`src/design/eic_fifo.sv`:
```
// ----------------------------------------------------------------------------
// eic_fifo
// Two-entry first-in first-out queue for a packed payload.
// ----------------------------------------------------------------------------
module eic_fifo #(
    parameter int WIDTH = 8
) (
    input  logic             i_clk,
    input  logic             i_rst_n,
    input  logic             i_push,
    input  logic [WIDTH-1:0] i_data,
    output logic             o_full,
    input  logic             i_pop,
    output logic             o_empty,
    output logic [WIDTH-1:0] o_data
);

    logic [WIDTH-1:0] r_mem [2];
    logic             r_wptr;
    logic             r_rptr;
    logic [1:0]       r_count;
    logic             do_push;
    logic             do_pop;

    // Handshake qualification.
    assign o_full  = (r_count == 2'd2);
    assign o_empty = (r_count == 2'd0);
    assign do_push = i_push && !o_full;
    assign do_pop  = i_pop && !o_empty;
    assign o_data  = r_mem[r_rptr];

    // Pointers and fill level.
    always_ff @(posedge i_clk) begin
        if (!i_rst_n) begin
            r_wptr  <= 1'b0;
            r_rptr  <= 1'b0;
            r_count <= 2'd0;
        end else begin
            if (do_push) begin
                r_wptr <= !r_wptr;
            end
            if (do_pop) begin
                r_rptr <= !r_rptr;
            end
            if (do_push && !do_pop) begin
                r_count <= r_count + 2'd1;
            end else if (do_pop && !do_push) begin
                r_count <= r_count - 2'd1;
            end
        end
    end

    // Storage needs no reset.
    always_ff @(posedge i_clk) begin
        if (do_push) begin
            r_mem[r_wptr] <= i_data;
        end
    end

endmodule

```
`config.mk`:
```
export PLATFORM = sky130hd
export DESIGN_NAME = eic_fifo
export DESIGN_NICKNAME = d
export VERILOG_FILES = /design/src/design/eic_fifo.sv
export SDC_FILE = /design/constraint.sdc
export NUM_CORES = 1
export LEC_CHECK = 0
export ABC_AREA = 1
export BUFFER_PORTS_ARGS = -buffer_cell sky130_fd_sc_hd__buf_2
export CORE_MARGIN = 2
export CORE_UTILIZATION = 49
export DETAILED_ROUTE_END_ITERATION = 12
export PLACE_DENSITY = 0.76
export SYNTH_ARGS = -nofsm -noshare
export SYNTH_HDL_FRONTEND = slang
export SYNTH_SLANG_ARGS = --single-unit
```
`constraint.sdc`:
```
create_clock -name i_clk -period 1.4 [get_ports i_clk]
set_input_delay 0.07 -clock i_clk [delete_from_list [all_inputs] [get_ports i_clk]]
set_output_delay 0.07 -clock i_clk [all_outputs]
set_load 0.03 [all_outputs]
```
Yosys cells after proc, flatten, opt, wreduce, memory -nomap -nowiden

Memories as Yosys holds them, arrays and structs flattened. A register that Yosys moved wholly into a read port is not among the register bits.
Cells that the tools add are included.

Flip-flop bits (word level): 4
Memory bits (writable): 16
Output and inout port bits: 10
Memories: 1

Add/sub/neg operators: 2
Equal/unequal tests: 1
Mux-type cells: 6
Reduce and logical (&&, ||, !) cells: 12

Memories:

| name  | depth | bits a word | read ports | clocked after Yosys merged registers in | write ports | line | RTL |
|---|---|---|---|---|---|---|---|
| r_mem | 2     | 8           | 1          | 1                                       | 1           | 18   | `logic [WIDTH-1:0] r_mem [2];` |

Operators by type and width:

| operator                                          | count |
|---|---|
| zero test 1 bit                                   | 6 |
| logical AND 1 bit                                 | 4 |
| 2-to-1 mux 1 bit                                  | 4 |
| 2-to-1 mux 2 bit                                  | 2 |
| adder 2 x 1 -> 2 bit (second input constant)      | 1 |
| == test 2 bit (second input constant)             | 1 |
| zero test 2 bit                                   | 1 |
| nonzero test 2 bit                                | 1 |
| subtractor 2 x 1 -> 2 bit (second input constant) | 1 |

Logic depth before layout (Yosys ltp)

Depth after elaboration: 7
Depth in mapped cells: 10
Depth with buffers taken out: 10

Worst setup path after synthesis

Ideal clock, no wire load.

Path kind: register -> register
From: register r_count[0]
To: register r_count[1]
Setup time: 0.064 ns
Arrival: 1.377 ns
Slack: -0.040 ns
Cell stages (with the launch flop): 10
Path buffers: 0
Clock period less this slack: 1.440 ns
Path through: dfxtp_1 > nor2_2 > nor2_4 > inv_1 > ha_1 > inv_1 > nand3_1 > nand2_1 > inv_1 > nor2_1

Longest elaborated chain between the ends: 6

RTL lines:

| element                                                | line | RTL |
|---|---|---|
| start: declaration                                     | 21   | `logic [1:0] r_count;` |
| start signal: assignment                               | 46   | `r_count <= r_count + 2'd1;` |
| start signal: assignment                               | 48   | `r_count <= r_count - 2'd1;` |
| zero test 2 bit *                                      | 27   | `assign o_empty = (r_count == 2'd0);` |
| via o_empty                                            | 14   | `output logic o_empty,` |
| zero test 1 bit *                                      | 29   | `assign do_pop = i_pop && !o_empty;` |
| logical AND 1 bit *                                    | 29   |  |
| zero test 1 bit                                        | 45   | `if (do_push && !do_pop) begin` |
| logical AND 1 bit                                      | 45   |  |
| 2-to-1 mux 2 bit or nonzero test 2 bit (tied branches) | --   |  |

Mark *: on every way through the listed nets, which the timed path passes. The rest lies on a longest branch. The select of a mux whose other input is x is not followed.
A chain may end at the register's enable or synchronous reset.

Worst setup path after layout

From: register r_count[1]
To: memory r_mem[1][5] (enable)

Longest elaborated chain between the ends: 5

RTL lines:

| element                                | line | RTL |
|---|---|---|
| == test 2 bit                          | 26   | `assign o_full = (r_count == 2'd2);` |
| zero test 1 bit                        | 28   | `assign do_push = i_push && !o_full;` |
| logical AND 1 bit                      | 28   |  |
| 2-to-1 mux 1 bit                       | 55   | `if (do_push) begin` |
| 2-to-1 mux 1 bit (not written as such) | 56   | `r_mem[r_wptr] <= i_data;` |
| end: declaration                       | 18   |  |

Every way passes these cells.

==> impl_metrics.json <==
{
  "outcome": "complete, no violations",
  "synthCells": 63,
  "yosys_warnings": 0,
  "place.gp.congestion": 0.843,
  "synth_area_leaders": "edfxtp_1, dfxtp_1, mux2_2",
  "cts-buffers-inserted": 3,
  "dpl_cell_area_um2": 993,
  "start_util_pct": 53.9,
  "cts.clk_slew.worst_paths_ns": 0.11,
  "antenna_found_initial": 0,
  "cts_max_path_buffers": 2,
  "grt_pass1_vias": 628,
  "ios": 22,
  "synthAdderAreaFrac_pct": 1.51,
  "synth_xor_area_share_pct": 0,
  "drc": 0,
  "arrival_ns": 1.38,
  "totalWireLength_mm": 1.51,
  "clkLatencyLatePin_ns": 0.30,
  "fin_util_pct": 73.8,
  "vdd.ir_drop.worst_mv": 1.22,
  "grtUsageTotal_pct": 17.9,
  "startpoint_type": "flip-flop",
  "diodes": 0,
  "htree_levels": 1,
  "ys_seq_area_share_pct": 69.9,
  "synth-simple-area-share_pct": 10.2,
  "die_w_um": 45.2,
  "final_hold_viol_count": 0,
  "p_per_area_nw_per_um2": 1760,
  "relSlewSlack_pct": 89.5,
  "hp-start": "i_rst_n",
  "clock-sinks": 21,
  "yosysUniqueCellTypes": 16,
  "hold_path.class": "in -> reg",
  "yosys.area.top_type": "edfxtp_1",
  "synth_top_area_share_pct": 57.8,
  "maxCapViolCount": 0,
  "ys_ff_latch": 21,
  "grt.overflow.total": 0,
  "dp_hpwl_um": 996,
  "required_ns": 1.43,
  "stdcell_area_um2": 1140,
  "antenna_left": 0,
  "finalCriticalPeriod_ns": 1.35,
  "via_per_inst": 5.04,
  "avgSynthCellArea_um2": 13.2,
  "fp.dieArea_um2": 2040,
  "worst_r2r_path_depth": 6,
  "drt_iter0_markers": 4,
  "vias": 590,
  "crit_type": "reg -> reg",
  "setup_tns_ns": 0,
  "synth_top_family_by_area": "multiplexers",
  "r2r-start": "r_count[1]$_SDFFE_PN0P_",
  "fmax_mhz": 742,
  "finClkSkew_ns": 0.00707,
  "post_drt_wl_per_cell_um": 12.9,
  "port_buffers": 21,
  "timing.final.max_slew_violations": 0,
  "setup_viol": 0,
  "tightest_slew_ns": 0.158,
  "cts_tree": "built",
  "drtPass1Iterations": 3,
  "crit_path_start": "r_count[1]$_SDFFE_PN0P_",
  "synthMuxAreaShare_pct": 10.8,
  "drive_gt1_share_pct": 50.5,
  "critPathMaxFanout": 4,
  "grt_max_degree": 13,
  "core_area_um2": 1540,
  "synth_compound_area_share_pct": 2.86,
  "fin_crit_sh_pct": 96.2,
  "cts_root_buffer": "clkbuf_4",
  "syn-num-nets": 76,
  "netlist_area_um2": 831,
  "grt_first_pass_wirelength_mm": 2.42,
  "end_kind": "flip-flop",
  "die_h_um": 45.2,
  "total_leakage_power_nw": 0.477,
  "nNetsFinal": 115,
  "area_growth_syn_to_layout_pct": 36.9,
  "hold_depth": 3,
  "fp-row-count": 14
}
## worst max-delay path: stages (launching register included)
cell and delay [ns]:
dfxtp_4 0.38, inv_2 0.08, o21ai_2 0.07, buf_4 0.13, buf_4 0.13, nor2_1 0.13
buf_4 0.16
## cells in the final DEF, fill, tap and decap left out, types with 3 or more instances in the layout
cell | Yosys | layout
edfxtp_1 | 16 | 16
buf_2 | 1 | 21
nand2_1 | 6 | 6
clkbuf_4 | 0 | 3
nor2_1 | 9 | 8
mux2_2 | 8 | 8
inv_2 | 3 | 3
buf_4 | 0 | 6
inv_1 | 6 | 5
dlygate4sd3_1 | 0 | 8
dfxtp_4 | 0 | 3
## final timing paths
| kind | slack (ns) | endpoint |
|---|---|---|
| max | 0.05 | r_mem[1][5]$_DFFE_PP_ |
| min | 0.04 | r_count[0]$_SDFFE_PN0P_ |
| max reg2reg | 0.05 | r_mem[1][5]$_DFFE_PP_ |
| min reg2reg | 0.50 | flip-flop |
## cell type report
type	instances	area, µm²
Clock buffer	3	22.5
Clock inverter	1	5.00
Inverter	9	36.3
Multi-Input combinational cell	32	231
Tap cell	16	20.0
Timing Repair Buffer	35	230
Fill cell	102	404
Sequential cell	21	592
## synthesized netlist by cell type
master    instances
edfxtp_1         16
nor2_1            9
mux2_2            8
inv_1             6
nand2_1           6
dfxtp_1           5
inv_2             3
o21ai_1           2
a21oi_1           1
buf_2             1
ha_1              1
nand3_1           1
nand4_1           1
nor2_2            1
nor2_4            1
o21ai_2           1
## cell families (layout without fill, tap and decap cells)
family | after synthesis | count (layout)
simple gates | 19 | 19
buf+inv | 10 | 48
mux | 8 | 8
compound gates | 4 | 4
fa+ha+maj | 1 | 1
flops | 21 | 21
## metal layers
metal / wire length [µm] / share of wire (%) / global-route usage (%)
met3: 78 / 5.2 / 5.60
met1: 566 / 38 / 17.6
met2: 828 / 55 / 32.0
met5: 0 / 0 / 0
met4: 34 / 2.3 / 11.2
## power by group
group	internal [mW]	switching, mW	total (mW)
clock	0.107	0.176	0.283
sequential	0.816	0.0991	0.915
combinational	0.325	0.481	0.806
total	1.25	0.756	2.00
## through the flow
step	setup WS (ns)	instances	hold slack, ns	total power, mW
global placement	0.00921	104	0.257	1.60
CTS	0.00917	116	0.00609	1.94
floorplan	0.0313	63	0.169	1.42
global route	-0.0376	117	0.0381	2.12
finish	0.0528	117	0.0367	2.00
detailed placement	-0.0359	104	0.261	1.63
## sequential cells by signal, indices dropped and copies added (netlist names), named ones only
signal and count:
r_mem 16, r_wptr 1, r_count 2, r_rptr 1
## repair_timing
item,4_1_cts,5_1_grt
setup buffers,0,1
hold buffers,8,0
pin swaps,0,3
endpoints found under the setup margin,9,10
hold endpoints to repair,16,0
gates resized for setup,3,7
Power figures use the tool's default switching activity.
