File: config.mk
export PLATFORM = sky130hd
export DESIGN_NAME = eic_front
export DESIGN_NICKNAME = d
export VERILOG_FILES = /design/src/design/eic_front.sv
export SDC_FILE = /design/constraint.sdc
export NUM_CORES = 1
export LEC_CHECK = 0
export ABC_AREA = 1
export BUFFER_PORTS_ARGS = -buffer_cell sky130_fd_sc_hd__buf_2
export CORE_UTILIZATION = 30
export CTS_BUF_LIST = sky130_fd_sc_hd__clkbuf_8
export CTS_CLUSTER_SIZE = 40
export DETAILED_ROUTE_END_ITERATION = 12
export HOLD_SLACK_MARGIN = 0.02
export PLACE_DENSITY = 0.88
export REMOVE_ABC_BUFFERS = 1
export SYNTH_ARGS = -nofsm -noshare
export SYNTH_HDL_FRONTEND = slang
export SYNTH_SLANG_ARGS = --single-unit
File: constraint.sdc
create_clock -name i_clk -period 2.5 [get_ports i_clk]
set_input_delay 0.375 -clock i_clk [delete_from_list [all_inputs] [get_ports i_clk]]
set_output_delay 0.375 -clock i_clk [all_outputs]
set_load 0.01 [all_outputs]
File: src/design/eic_front.sv
// ----------------------------------------------------------------------------
// eic_front
// Accepts intervals, masks their borders and drops those beyond capacity.
// ----------------------------------------------------------------------------
module eic_front #(
    parameter int MAX_INTERVALS = 16,
    parameter int BORDER_WIDTH  = 32
) (
    input  logic                      i_clk,
    input  logic                      i_rst_n,
    input  logic                      i_push,
    input  logic [31:0]               i_low,
    input  logic [31:0]               i_high,
    input  logic                      i_last,
    output logic                      o_full,
    input  logic                      i_q_full,
    output logic                      o_q_push,
    output logic [2*BORDER_WIDTH+1:0] o_q_data
);

    localparam int CW = $clog2(MAX_INTERVALS + 1);

    logic [CW-1:0] r_count;
    logic          accept;
    logic          keep;

    // An item is kept while the set has room; a dropped item still passes
    // on when it closes the set.
    assign o_full   = i_q_full;
    assign accept   = i_push && !i_q_full;
    assign keep     = (r_count < CW'(MAX_INTERVALS));
    assign o_q_push = accept && (keep || i_last);
    assign o_q_data = {BORDER_WIDTH'(i_low), BORDER_WIDTH'(i_high), i_last, keep};

    // Interval count of the set being loaded.
    always_ff @(posedge i_clk) begin
        if (!i_rst_n) begin
            r_count <= '0;
        end else if (accept) begin
            if (i_last) begin
                r_count <= '0;
            end else if (keep) begin
                r_count <= r_count + CW'(1);
            end
        end
    end

endmodule

# After elaboration in Yosys (flattened, before gate mapping)

Index checks and enable logic that the tools add are counted.

$add $sub $neg: 1
Mux-type cells: 2
Reductions and logical operators: 6
Order comparisons: 1

Operators with widths:

| operator            | number |
|---|---|
| $mux 5              | 2 |
| $add 5x1->5 const B | 1 |
| $lt 5x5->1 const B  | 1 |
| $logic_and 1x1->1   | 2 |
| $reduce_and 2->1    | 1 |
| $reduce_bool 2->1   | 1 |
| $logic_not 1->1     | 1 |
| $logic_or 1x1->1    | 1 |

Input port bits: 69
Output and inout bits: 68
Word-level logic and storage cells: 11
Flip-flop bits (word level): 5

# Logic depth before layout (Yosys ltp)

Gate-level depths: netlist of run 1.

Depth in word-level cells: 3
Mapped depth: 7

# Worst setup path after synthesis of run 1

OpenSTA, ideal clock, no wires.

Kind: input -> output
Start: input port i_push
End: output port o_q_push
Arrival: 704 ps
Slack: 1,421 ps
Stages on the path: 4
Buffers on the path: 0
Cells stage by stage: inv_1 nor2_4 nand2_4 inv_2

Longest elaborated chain between the ends: 2

RTL lines:

| item              | line | text |
|---|---|---|
| from (decl)       | 11   | `input logic i_push,` |
| $logic_and 1x1->1 | 30   | `assign accept = i_push && !i_q_full;` |
| $logic_and 1x1->1 | 32   | `assign o_q_push = accept && (keep \|\| i_last);` |
| to (decl)         | 17   | `output logic o_q_push,` |

Every way passes these cells.

# Worst setup path after layout of run 1

Start: input port i_q_full
End: output port o_q_push

Longest elaborated chain between the ends: 3

RTL lines:

| item              | line | text |
|---|---|---|
| from (decl)       | 16   | `input logic i_q_full,` |
| $logic_not 1->1   | 30   |  |
| $logic_and 1x1->1 | 30   |  |
| $logic_and 1x1->1 | 32   |  |

Every way passes these cells.

==> run summary, run 1 <==
The run finished with clean final reports. The root cell of the clock tree was sky130_fd_sc_hd__clkbuf_8. The die covers 2830 um^2. The tools report the share of power burned in registers as 0.342.

By area the synthesized netlist is led by sky130_fd_sc_hd__buf_4, sky130_fd_sc_hd__dfxtp_1, sky130_fd_sc_hd__nand2_1. The critical path is of the primary input to output port type. The number of H-tree levels came out at 1.

The tools report the via count of the first global-routing pass as 385. A synthesized cell averages 7.21 um^2. Count of endpoints failing hold in the final timing report: 0. The cell with the most instances on the worst path is sky130_fd_sc_hd__buf_2.

Dividing the detail-routed via count by the number of cells gives 5.36. The type of element launching the critical path was a primary input. The congestion estimate from routability-driven global placement came to 0.987. The number of buffer and inverter stages on the critical path is 3, and the total of warnings raised by yosys is 0. From bottom edge to top edge, the die measures 53.2 um. Broken down by cell family, the worst path's largest delay share belongs to buffers and inverters. The run gives 109 as the cell count after synthesis. The number of buffers on the longest clock path came out at 2. The total congestion overflow was 0; the combinational share of power was 0.099. Pin placement for this block handled 137 I/O pins. The total of buffers placed on input and output ports was 8.

The register area share after synthesis was 0.127; the number of maximum-capacitance constraint violations was 0. In this run the worst path has a maximum fanout of 5. The buffers inserted during post-CTS setup optimization is 0, and the number of slew-limit violations in the final report is 0. The number of flip-flops under the largest register name was 5; the remaining antenna violation count after routing was 0. The logs give 0 for the post-cts repair resize count and 0.197 mW for the internal cell power. The delay contributed by the slowest stage of the critical path works out to 0.18 ns. Setup violations remaining at the end of the flow were counted as 0. The number of antenna violations at the first check in global routing is 0.

The number of different library cells used by synthesis comes to 14. In this run the number of cells on the critical path is 5. Cell taking the most area after synthesis: sky130_fd_sc_hd__buf_4. The final critical path time including I/O delays and setup is 1.34 ns. After synthesis the netlist holds a flip-flop and latch count of 5.

Once placement completed, the tool counted placed cells totaling 80. The area share of the largest cell type after synthesis is 0.640. The path class of the tightest hold or removal check is primary input to register.

The tools report the total leakage power as 0.189 nW. TritonCTS built the clock tree. The number of nets in the layout was 125; the source-to-sink clock delay at the later pin of the worst-skew pair was 0.21 ns. Wires add up to 4950 um. The worst max-slew margin expressed relative to the limit was 0.885; the clock sink total was 5.

The first global-routing pass estimated 5490 um of wire. The die width was 53.2 um; the highest attainable clock frequency was 747 MHz. Clock-pin slew was measured on the worst setup and hold paths at 0.03 ns. Once layout is complete, the cells apart from fillers number 84. The library cell contributing the largest single delay on the critical path is sky130_fd_sc_hd__nor2_4. The share of power burned in the clock network was 0.559; the power density of the placed cells was 615 nW/um^2.

In this run, post-CTS hold repair placed 0 buffers. The register with the most flip-flops was r_count. Adding up every negative setup slack in the final design gives 0 ns. Dividing the detail-routed wire length by the instance count gives 58.9 um.

The number of CTS-inserted buffers came out at 3. Setup repair after global routing left no endpoint under its margin. STA puts the critical path data required time at 2.12 ns. The logs give 6 for the pin count of the biggest net entering global routing and 0 for the number of antenna diodes. The run gives 0.352 as the global routing usage summed across all routing layers.

The tools report the standard cell core area as 2480 um^2. After floorplanning, the core was divided into 18 placement rows. Summing over every cut layer, the via total after detailed routing is 450. The first detailed-routing pass took 4 iterations. The initial core utilization is 0.317.

For the pin with the worst max-slew slack, the measured transition is 0.170 ns. Worst hold path stage count: 3. The fraction of final layout cells with drive strength greater than 1 works out to 0.315. The run gives 8 as the violation count after the first detailed-route iteration. The net switching component of the power is 0.0522 mW, and the net switching share of the total power is 0.209. Measured in cells, the most critical reg-to-reg path has a length of 4. The share of the clock period used by the worst path was 0.535. STA classifies the critical path endpoint as an output port.

At the worst endpoint, the arrival time is 0.96 ns. The signal on the critical path passes through buf_2 > nor2_4 > nand2_4 > inv_2 > buf_2. The placed wire-length estimate was 4840 um; the final routed DRC violation total was 0. Compared with the post-synthesis result, the final layout area differs by -48.4%.

After synthesis the cells add up to 786 um^2. The worst-case IR drop observed on VDD is 0.560 mV. In the final layout, the registers with the most flip-flops are r_count: 5 flops. The run gives 0.000138 ns as the largest clock skew in the final design.
[power by group through the flow]
stage	clock, mW	combinational (mW)	sequential (mW)
floorplan	0	0.0140	0.0857
global placement	0	0.0239	0.0864
detailed placement	0	0.0244	0.0864
CTS	0.143	0.0246	0.0853
global route	0.148	0.0274	0.0856
finish	0.139	0.0247	0.0853
[path summary, 6_finish.rpt]
check | from | to | slack (ns)
max | i_q_full | o_q_push | 1.16
max reg2reg | r_count[0] | r_count[2] | 1.54
min reg2reg | r_count[3] | r_count[3] | 0.51
min | i_rst_n | r_count[1] | 0.41
[cells in the mapped netlist, drive strengths merged]
cell type  instances
a21oi              1
buf               67
dfxtp              5
ha                 1
inv                6
nand2             12
nand3              2
nand4              2
nor2              12
o21ai              1
[tightest hold or removal path, cell delays in order]
cell and delay [ns]:
sky130_fd_sc_hd__buf_2 0.11, sky130_fd_sc_hd__nand2_1 0.06, sky130_fd_sc_hd__nor2_1 0.03
[metal layers]
layer	global-route usage	vias to the layer above	wire length, um
li1	-	155	-
met5	0.0238	-	0
met4	0.175	0	277
met1	0.124	187	725
met2	0.705	92	2820
met3	0.411	16	1130
[kinds of logic after synthesis]
family                     after synthesis  share of synthesized area
AOI/OAI and AO/OA                        2                     0.0127
adders and majority gates                1                     0.0159
buffers and inverters                   73                      0.669
DFF                                      5                      0.127
and+or+nand+nor                         28                      0.175
[final cells by class]
| class | count | area (um^2) |
|---|---|---|
| Clock buffer | 3 | 41.3 |
| Clock inverter | 1 | 3.75 |
| Fill cell | 294 | 2070 |
| Inverter | 6 | 22.5 |
| Multi-Input combinational cell | 31 | 160 |
| Sequential cell | 5 | 100 |
| Tap cell | 30 | 37.5 |
| Timing Repair Buffer | 8 | 40.0 |
[metrics by stage]
stage | instance area [um^2] | hold slack [ns] | setup WS (ns) | power (mW) | util
2_1_floorplan | 283 | 0.476 | 1.42 | 0.0997 | -
3_3_place_gp | 360 | 0.492 | 1.18 | 0.110 | 0.145
3_5_place_dp | 360 | 0.508 | 1.17 | 0.111 | 0.145
4_1_cts | 405 | 0.402 | 1.17 | 0.253 | 0.164
5_1_grt | 405 | 0.429 | 1.12 | 0.261 | 0.164
6_report | 405 | 0.408 | 1.16 | 0.249 | 0.164
[layout by cell type (no fill, tap or decap)]
cell / synthesis / final
sky130_fd_sc_hd__a21oi_1: 1 / 1
sky130_fd_sc_hd__buf_2: 0 / 8
sky130_fd_sc_hd__clkbuf_8: 0 / 3
sky130_fd_sc_hd__dfxtp_1: 5 / 5
sky130_fd_sc_hd__ha_1: 1 / 1
sky130_fd_sc_hd__inv_1: 4 / 5
sky130_fd_sc_hd__inv_2: 2 / 2
sky130_fd_sc_hd__nand2_1: 10 / 10
sky130_fd_sc_hd__nand2_4: 2 / 2
sky130_fd_sc_hd__nand3_1: 2 / 2
sky130_fd_sc_hd__nand4_1: 2 / 2
sky130_fd_sc_hd__nor2_1: 10 / 10
sky130_fd_sc_hd__nor2_2: 1 / 1
sky130_fd_sc_hd__nor2_4: 1 / 1
sky130_fd_sc_hd__o21ai_0: 1 / 1
(Power assumes the default switching activity.)
==> run 2: changes to the inputs <==
CORE_UTILIZATION = 28   (was 30)
PLACE_DENSITY = 0.83   (was 0.88)
clock period = 1.35 ns   (was 2.5 ns; I/O delays follow)
==> run 2 against run 1 <==
  * Worst setup slack got worse by 0.94 ns
  * Critical path depth fell by 1
  * Clock skew increased by 0.0022 ns
==> run summary, run 2 (synthesis results as in run 1) <==
After layout, the minimum clock period comes to 1.13 ns. The delay contributed by the slowest stage of the critical path is 0.36 ns (was 0.18 ns). The hold buffer count at cts was 0 (unchanged).

The logs give 0.874 (was 0.885) for the worst max-slew margin expressed relative to the limit and 0.22 ns (was 0.21 ns) for the source-to-sink clock delay at the later pin of the worst-skew pair. The largest clock skew in the final design is 0.00237 ns (was 0.000138 ns), and the number of antenna violations at the first check in global routing is 0 (unchanged). The die width is 55.0 um (was 53.2 um). The tools report the root cell of the clock tree as sky130_fd_sc_hd__clkbuf_8 (unchanged). Remaining antenna violation count after routing: 0 (unchanged). The tools report the via count of the first global-routing pass as 405 (was 385).

The logs give 0.985 (was 0.987) for the placer's final routability congestion estimate and 0.365 mW (was 0.197 mW) for the internal cell power. The net switching share of the total power works out to 0.212 (was 0.209). The net switching component of the power is 0.0985 mW (was 0.0522 mW). For the top-level I/O count, the log shows 137 (unchanged). The slack of the worst reg-to-reg path is 0.37 ns (was 1.54 ns), and the share of power burned in the clock network is 0.561 (was 0.559).

CP Cell Sequence: nand2_4 > nand2_4 > inv_2 > buf_2 (was buf_2 > nor2_4 > nand2_4 > inv_2 > buf_2). The flow ran to the end, and the final reports show no timing, DRC or antenna violations. The total of buffers placed on input and output ports came out at 8 (unchanged). Top library cells by usage in the layout, fill and taps aside: sky130_fd_sc_hd__nand2_1, sky130_fd_sc_hd__nor2_1, sky130_fd_sc_hd__buf_2, sky130_fd_sc_hd__inv_1, sky130_fd_sc_hd__dfxtp_1 (unchanged). The path type of the worst setup path was register to output port (was primary input to output port).

The maximum fanout along the worst path came out at 4 (was 5). The post-cts repair resize count was 0 (unchanged). The kind of path behind the tightest hold check is primary input to register (unchanged). Largest registers: r_count: 5 flops (unchanged). The number of maximum-capacitance constraint violations is 0 (unchanged), and the wire length reported by the detailed router is 4900 um (was 4950 um).

The share of the clock period used by the worst path is 0.837, and the highest attainable clock frequency is 885 MHz. Total congestion overflow: 0 (unchanged). The tools report the share of power burned in registers as 0.342 (about the same).

The fraction of final layout cells with drive strength greater than 1 is 0.315 (unchanged), and the count of endpoints failing hold in the final timing report is 0 (unchanged). For the clock sink total, the log shows 5 (unchanged). The post-placement cell count was 80 (unchanged). Destination of the worst hold path: r_count[1] (unchanged). Register with the most flip-flops: r_count (unchanged). For the buffers inserted during post-CTS setup optimization, the log shows 0 (unchanged). The number of antenna diodes was 0 (unchanged); the pin count of the biggest net entering global routing was 6 (unchanged).

The number of flip-flops under the largest register name was 5 (unchanged); the total leakage power was 0.189 nW (unchanged). The tools report the number of slew-limit violations in the final report as 0 (unchanged). TritonCTS built the clock tree. The run gives 4 (unchanged) as the iteration count of the initial detailed-routing pass. The final-layout setup total negative slack is 0 ns (unchanged). The depth of the worst register-to-register path is 4 (unchanged), and the worst hold path stage count is 3 (unchanged). The per-cell routed wire length was 58.3 um (was 58.9 um).

The cell with the most instances on the worst path is sky130_fd_sc_hd__nand2_4 (was sky130_fd_sc_hd__buf_2). The arrival time at the worst endpoint was 0.93 ns (was 0.96 ns); the standard cell core area was 2570 um^2 (was 2480 um^2). The power density of the placed cells is 1140 nW/um^2 (was 615 nW/um^2). The worst supply voltage drop on vdd came out at 0.837 mV (was 0.560 mV). The final routed DRC violation total is 0 (unchanged). The number of CTS-inserted buffers was 3 (unchanged). The reg-to-reg endpoint was r_count[2] (unchanged).

The relative area change from synthesis to final layout is -48.4% (unchanged), and the number of fill cells is 311 (was 294). The tools report the number of nets in the layout as 125 (unchanged). Wire length of the first global-routing pass: 5290 um (was 5490 um).

Setup repair after global routing left no endpoint under its margin. The run gives 1.15 ns (was 2.12 ns) as the required time reported for the critical path endpoint. For the combinational share of power, the log shows 0.097 (was 0.099). The run gives 3020 um^2 (was 2830 um^2) as the die outline area. Count of vias placed by the detailed router: 445 (was 450). For the count of standard-cell rows, the log shows 18 (unchanged). Initial core utilization: 0.306 (was 0.317). The clock-pin slew of the registers on the worst-case setup and hold paths works out to 0.03 ns (about the same). The via density per instance was 5.30 (was 5.36).

The startpoint of the most critical hold path was i_rst_n (unchanged). The tools report the type of destination of the critical path as an output port (unchanged). The fraction of the core area covered by cells at the end of the flow came out at 0.158 (was 0.164). Number of buffers on the longest clock path: 2 (unchanged). Die span in y: 55.0 um (was 53.2 um).

The number of H-tree levels came out at 1 (unchanged). The final instance count without filler cells is 84 (unchanged). Violation count after the first detailed-route iteration: 13 (was 8).

The tools report the global routing usage summed across all routing layers as 0.325 (was 0.352). The tools report the beginning of the worst register-to-register path as r_count[0] (unchanged). The measured slew at the worst slew-check pin was 0.189 ns (was 0.170 ns). The type of element launching the critical path was a register (was a primary input).

The placed wire-length estimate was 4730 um (was 4840 um); the total setup violations reported at the end of the flow was 0 (unchanged). The library cell contributing the largest single delay on the critical path was sky130_fd_sc_hd__dfxtp_1 (was sky130_fd_sc_hd__nor2_4).
run 2: cell counts in the layout (fill, tap and decap cells not counted):
No cell type changed its count.
run 2: power groups by stage:
stage,registers (mW),logic [mW],clock network (mW)
CTS,0.158,0.0445,0.267
detailed placement,0.160,0.0443,0
global placement,0.160,0.0435,0
finish,0.158,0.0450,0.260
floorplan,0.159,0.0259,0
global route,0.159,0.0521,0.280
run 2: how the worst max path moves through the flow:
stage                             to  depth (start not counted)  startpoint
after detailed placement    o_q_push                          5    i_q_full
after global routing        o_q_push                          4  r_count[4]
after floorplan           r_count[1]                          5  r_count[0]
after CTS                   o_q_push                          4  r_count[4]
final                       o_q_push                          4  r_count[4]
after global placement      o_q_push                          5    i_q_full
run 2: area by class of cell:
| cell class | instances | area [um^2] | share of cell area |
|---|---|---|---|
| Timing Repair Buffer | 8 | 40.0 | 0.0988 |
| Clock buffer | 3 | 41.3 | 0.102 |
| Multi-Input combinational cell | 31 | 160 | 0.395 |
| Inverter | 6 | 22.5 | 0.0556 |
| Tap cell | 30 | 37.5 | 0.0926 |
| Clock inverter | 1 | 3.75 | 0.00926 |
| Sequential cell | 5 | 100 | 0.247 |
run 2: metrics by stage:
step	worst slack (ns)	instance area, um^2	total power, mW	hold WS, ns
after floorplan	0.457	283	0.185	0.323
after global placement	0.376	360	0.204	0.405
after detailed placement	0.349	360	0.204	0.405
after CTS	0.219	405	0.469	0.232
after global routing	0.164	405	0.491	0.243
final	0.220	405	0.464	0.238
run 2: metal layers:
| metal | track usage | up-vias | part of all wire |
|---|---|---|---|
| li1 | - | 153 | - |
| met1 | 0.0848 | 168 | 0.11 |
| met2 | 0.667 | 110 | 0.58 |
| met3 | 0.418 | 14 | 0.27 |
| met4 | 0.146 | 0 | 0.051 |
| met5 | 0.0208 | - | 0 |
run 2: critical path: cells and delay by family (launching register included):
family / cells / cell delay [ns]
flops: 1 / 0.36
buf+inv: 2 / 0.18
simple gates: 2 / 0.17
==> run 3: changes to the inputs <==
clock period = 1.1 ns   (was 1.35 ns; I/O delays follow)
==> run 3 against run 2 <==
  * Worst setup slack got worse by 0.19 ns
  * Clock-buffer cell count unchanged
  * Via count decreased by 1.3%
  * Sequential power increased by 23%
  * Clock power increased by 28%
  * Sequential share of layout area decreased by 0.37 points
  * Clock skew about the same
  * Critical path depth unchanged
  * Core utilization increased by 0.44 points
  * Final area increased by 2.8%
  * Global-route usage increased by 0.30 points
==> run summary, run 3 (synthesis results as in run 1) <==
The number of flip-flops under the largest register name was 5 (unchanged); the source-to-sink clock delay at the later pin of the worst-skew pair was 0.22 ns (about the same). The required time reported for the critical path endpoint was 0.94 ns (was 1.15 ns); the total setup violations reported at the end of the flow was 0 (unchanged). The logs give 0.174 ns (was 0.349 ns) for the pre-CTS setup slack and 417 um^2 (was 405 um^2) for the post-layout instance area. The fraction of final layout cells with drive strength greater than 1 was 0.345 (was 0.315); the total leakage power was 0.194 nW (was 0.189 nW). The type of element launching the critical path was a register (unchanged). The wire length of the first global-routing pass is 5200 um (was 5290 um). The logs give 0.875 mV (was 0.837 mV) for the worst supply voltage drop on vdd and 0.328 (was 0.325) for the global routing usage summed across all routing layers.

The violation count after the first detailed-route iteration is 20 (was 13), and the die width is 55.0 um (unchanged). For the number of antenna violations at the first check in global routing, the log shows 0 (unchanged). The maximum fanout along the worst path is 4 (unchanged), and the initial core utilization is 0.306 (unchanged). The final-layout setup total negative slack is 0 ns (unchanged), and the per-cell routed wire length is 57.6 um (was 58.3 um).

Clock sink total: 5 (unchanged). The flow ran to the end, and the final reports show no timing, DRC or antenna violations. Largest registers: r_count: 5 flops (unchanged). The relative area change from synthesis to final layout was -47.0% (was -48.4%).

Register with the most flip-flops: r_count (unchanged). The number of slew-limit violations in the final report came out at 0 (unchanged). Measured slew at the worst slew-check pin: 0.188 ns (was 0.189 ns). The cell with the most instances on the worst path was sky130_fd_sc_hd__nand2_4 (unchanged). The tools report the count of vias placed by the detailed router as 439 (was 445).

The tools report the number of buffers on the longest clock path as 2 (unchanged). The highest attainable clock frequency was 937 MHz; the final critical path time including I/O delays and setup was 1.07 ns. The share of the clock period used by the worst path is 0.970.

CP Cell Sequence: nand2_4 > nand2_4 > inv_4 > buf_2 (was nand2_4 > nand2_4 > inv_2 > buf_2). The tools report the final routed DRC violation total as 0 (unchanged). TritonCTS built the clock tree.

Wire length reported by the detailed router: 4900 um (about the same). The path type of the worst setup path was register to output port (unchanged). The total congestion overflow was 0 (unchanged); the die span in y was 55.0 um (unchanged). The worst max-slew margin expressed relative to the limit is 0.875 (was 0.874), and the placer's final routability congestion estimate is 0.985 (unchanged). Power density of the placed cells: 1410 nW/um^2 (was 1140 nW/um^2). The library cell contributing the largest single delay on the critical path is sky130_fd_sc_hd__dfxtp_2 (was sky130_fd_sc_hd__dfxtp_1).

Via count of the first global-routing pass: 369 (was 405). The count of endpoints failing hold in the final timing report is 0 (unchanged). The arrival time at the worst endpoint was 0.90 ns (was 0.93 ns); the number of maximum-capacitance constraint violations was 0 (unchanged). The tools report the number of CTS-inserted buffers as 3 (unchanged). The remaining antenna violation count after routing is 0 (unchanged).

The number of buffer and inverter stages on the critical path is 2 (unchanged), and the placed wire-length estimate is 4690 um (was 4730 um). The number of antenna diodes is 0 (unchanged). The pin count of the biggest net entering global routing is 6 (unchanged).

Root cell of the clock tree: sky130_fd_sc_hd__clkbuf_8 (unchanged). The kind of path behind the tightest hold check was primary input to register (unchanged). The delay contributed by the slowest stage of the critical path works out to 0.32 ns (was 0.36 ns).

The tools report the standard cell core area as 2570 um^2 (unchanged). The tools report the type of destination of the critical path as an output port (unchanged). The largest clock skew in the final design came out at 0.00251 ns (was 0.00237 ns).

Final worst-path setup slack: 0.0329 ns (was 0.220 ns). Top library cells by usage in the layout, fill and taps aside: sky130_fd_sc_hd__nand2_1, sky130_fd_sc_hd__nor2_1, sky130_fd_sc_hd__buf_2, sky130_fd_sc_hd__inv_1, sky130_fd_sc_hd__dfxtp_1 (unchanged). For the placed cell area, the log shows 360 um^2 (unchanged). The hold buffer count at cts is 0 (unchanged), and the die outline area is 3020 um^2 (unchanged).

The count of standard-cell rows is 18 (unchanged), and the total of buffers placed on input and output ports is 8 (unchanged). The clock-pin slew of the registers on the worst-case setup and hold paths is 0.04 ns (was 0.03 ns), and the via density per instance is 5.16 (was 5.30). The top cell family by delay on the critical path is flip-flops (unchanged). The run gives 137 (unchanged) as the top-level I/O count. The iteration count of the initial detailed-routing pass came out at 5 (was 4).

The number of nets in the layout is 126 (was 125). The tools report the number of H-tree levels as 1 (unchanged).
[run 3: cell count changes in the layout (fill, tap and decap cells not counted), sizes merged]
| cell | delta |
|---|---|
| buf | +1 |
[run 3: worst paths after layout]
kind | cells past startpoint | slack [ns] | end | startpoint
hold / removal | 3 | 0.19 | r_count[1] | i_rst_n
setup reg to reg | 3 | 0.16 | r_count[4] | r_count[0]
setup / recovery | 4 | 0.03 | o_q_push | r_count[4]
hold reg to reg | 2 | 0.50 | r_count[3] | r_count[3]
[run 3: worst register-to-register path, delay by kind of cell (launching register included)]
kind,cells,cell delay (ns)
flops,1,0.38
simple gates,1,0.11
fa+ha+maj,1,0.21
compound gates,1,0.16
[run 3: power by group]
group | switching (mW) | leakage (nW) | internal (mW) | total [mW]
clock network | 0.0940 | 0.0269 | 0.239 | 0.333
registers | 0.00591 | 0.0412 | 0.188 | 0.194
logic | 0.0343 | 0.126 | 0.0242 | 0.0585
total | 0.134 | 0.194 | 0.451 | 0.585
[run 3: what timing repair did]
action / CTS / global route
setup buffers: 0 / 1
endpoints found under the setup margin: 1 / 1
resized for setup: 1 / 1
[run 3: per-stage QoR]
step,hold slack [ns],cells,power [mW],utilization
floorplan,0.285,42,0.227,-
global placement,0.330,80,0.250,0.140
detailed placement,0.330,80,0.249,0.140
CTS,0.191,84,0.586,0.158
global route,0.219,85,0.615,0.162
finish,0.191,85,0.585,0.162
[run 3: per-layer routing]
| metal | vias to the layer above | global-route usage | share of wire |
|---|---|---|---|
| met1 | 174 | 0.106 | 0.12 |
| met2 | 92 | 0.667 | 0.58 |
| met3 | 18 | 0.372 | 0.25 |
| met5 | - | 0.0208 | 0 |
| met4 | 0 | 0.183 | 0.047 |
| li1 | 155 | - | - |
[run 3: layout make-up]
class,instances,area [um^2]
fill,309,2150
multi-input combinational,31,160
sequential,5,101
timing repair buffer,9,47.5
clock buffer,3,41.3
tap,30,37.5
inverter,6,25.0
clock inverter,1,3.75
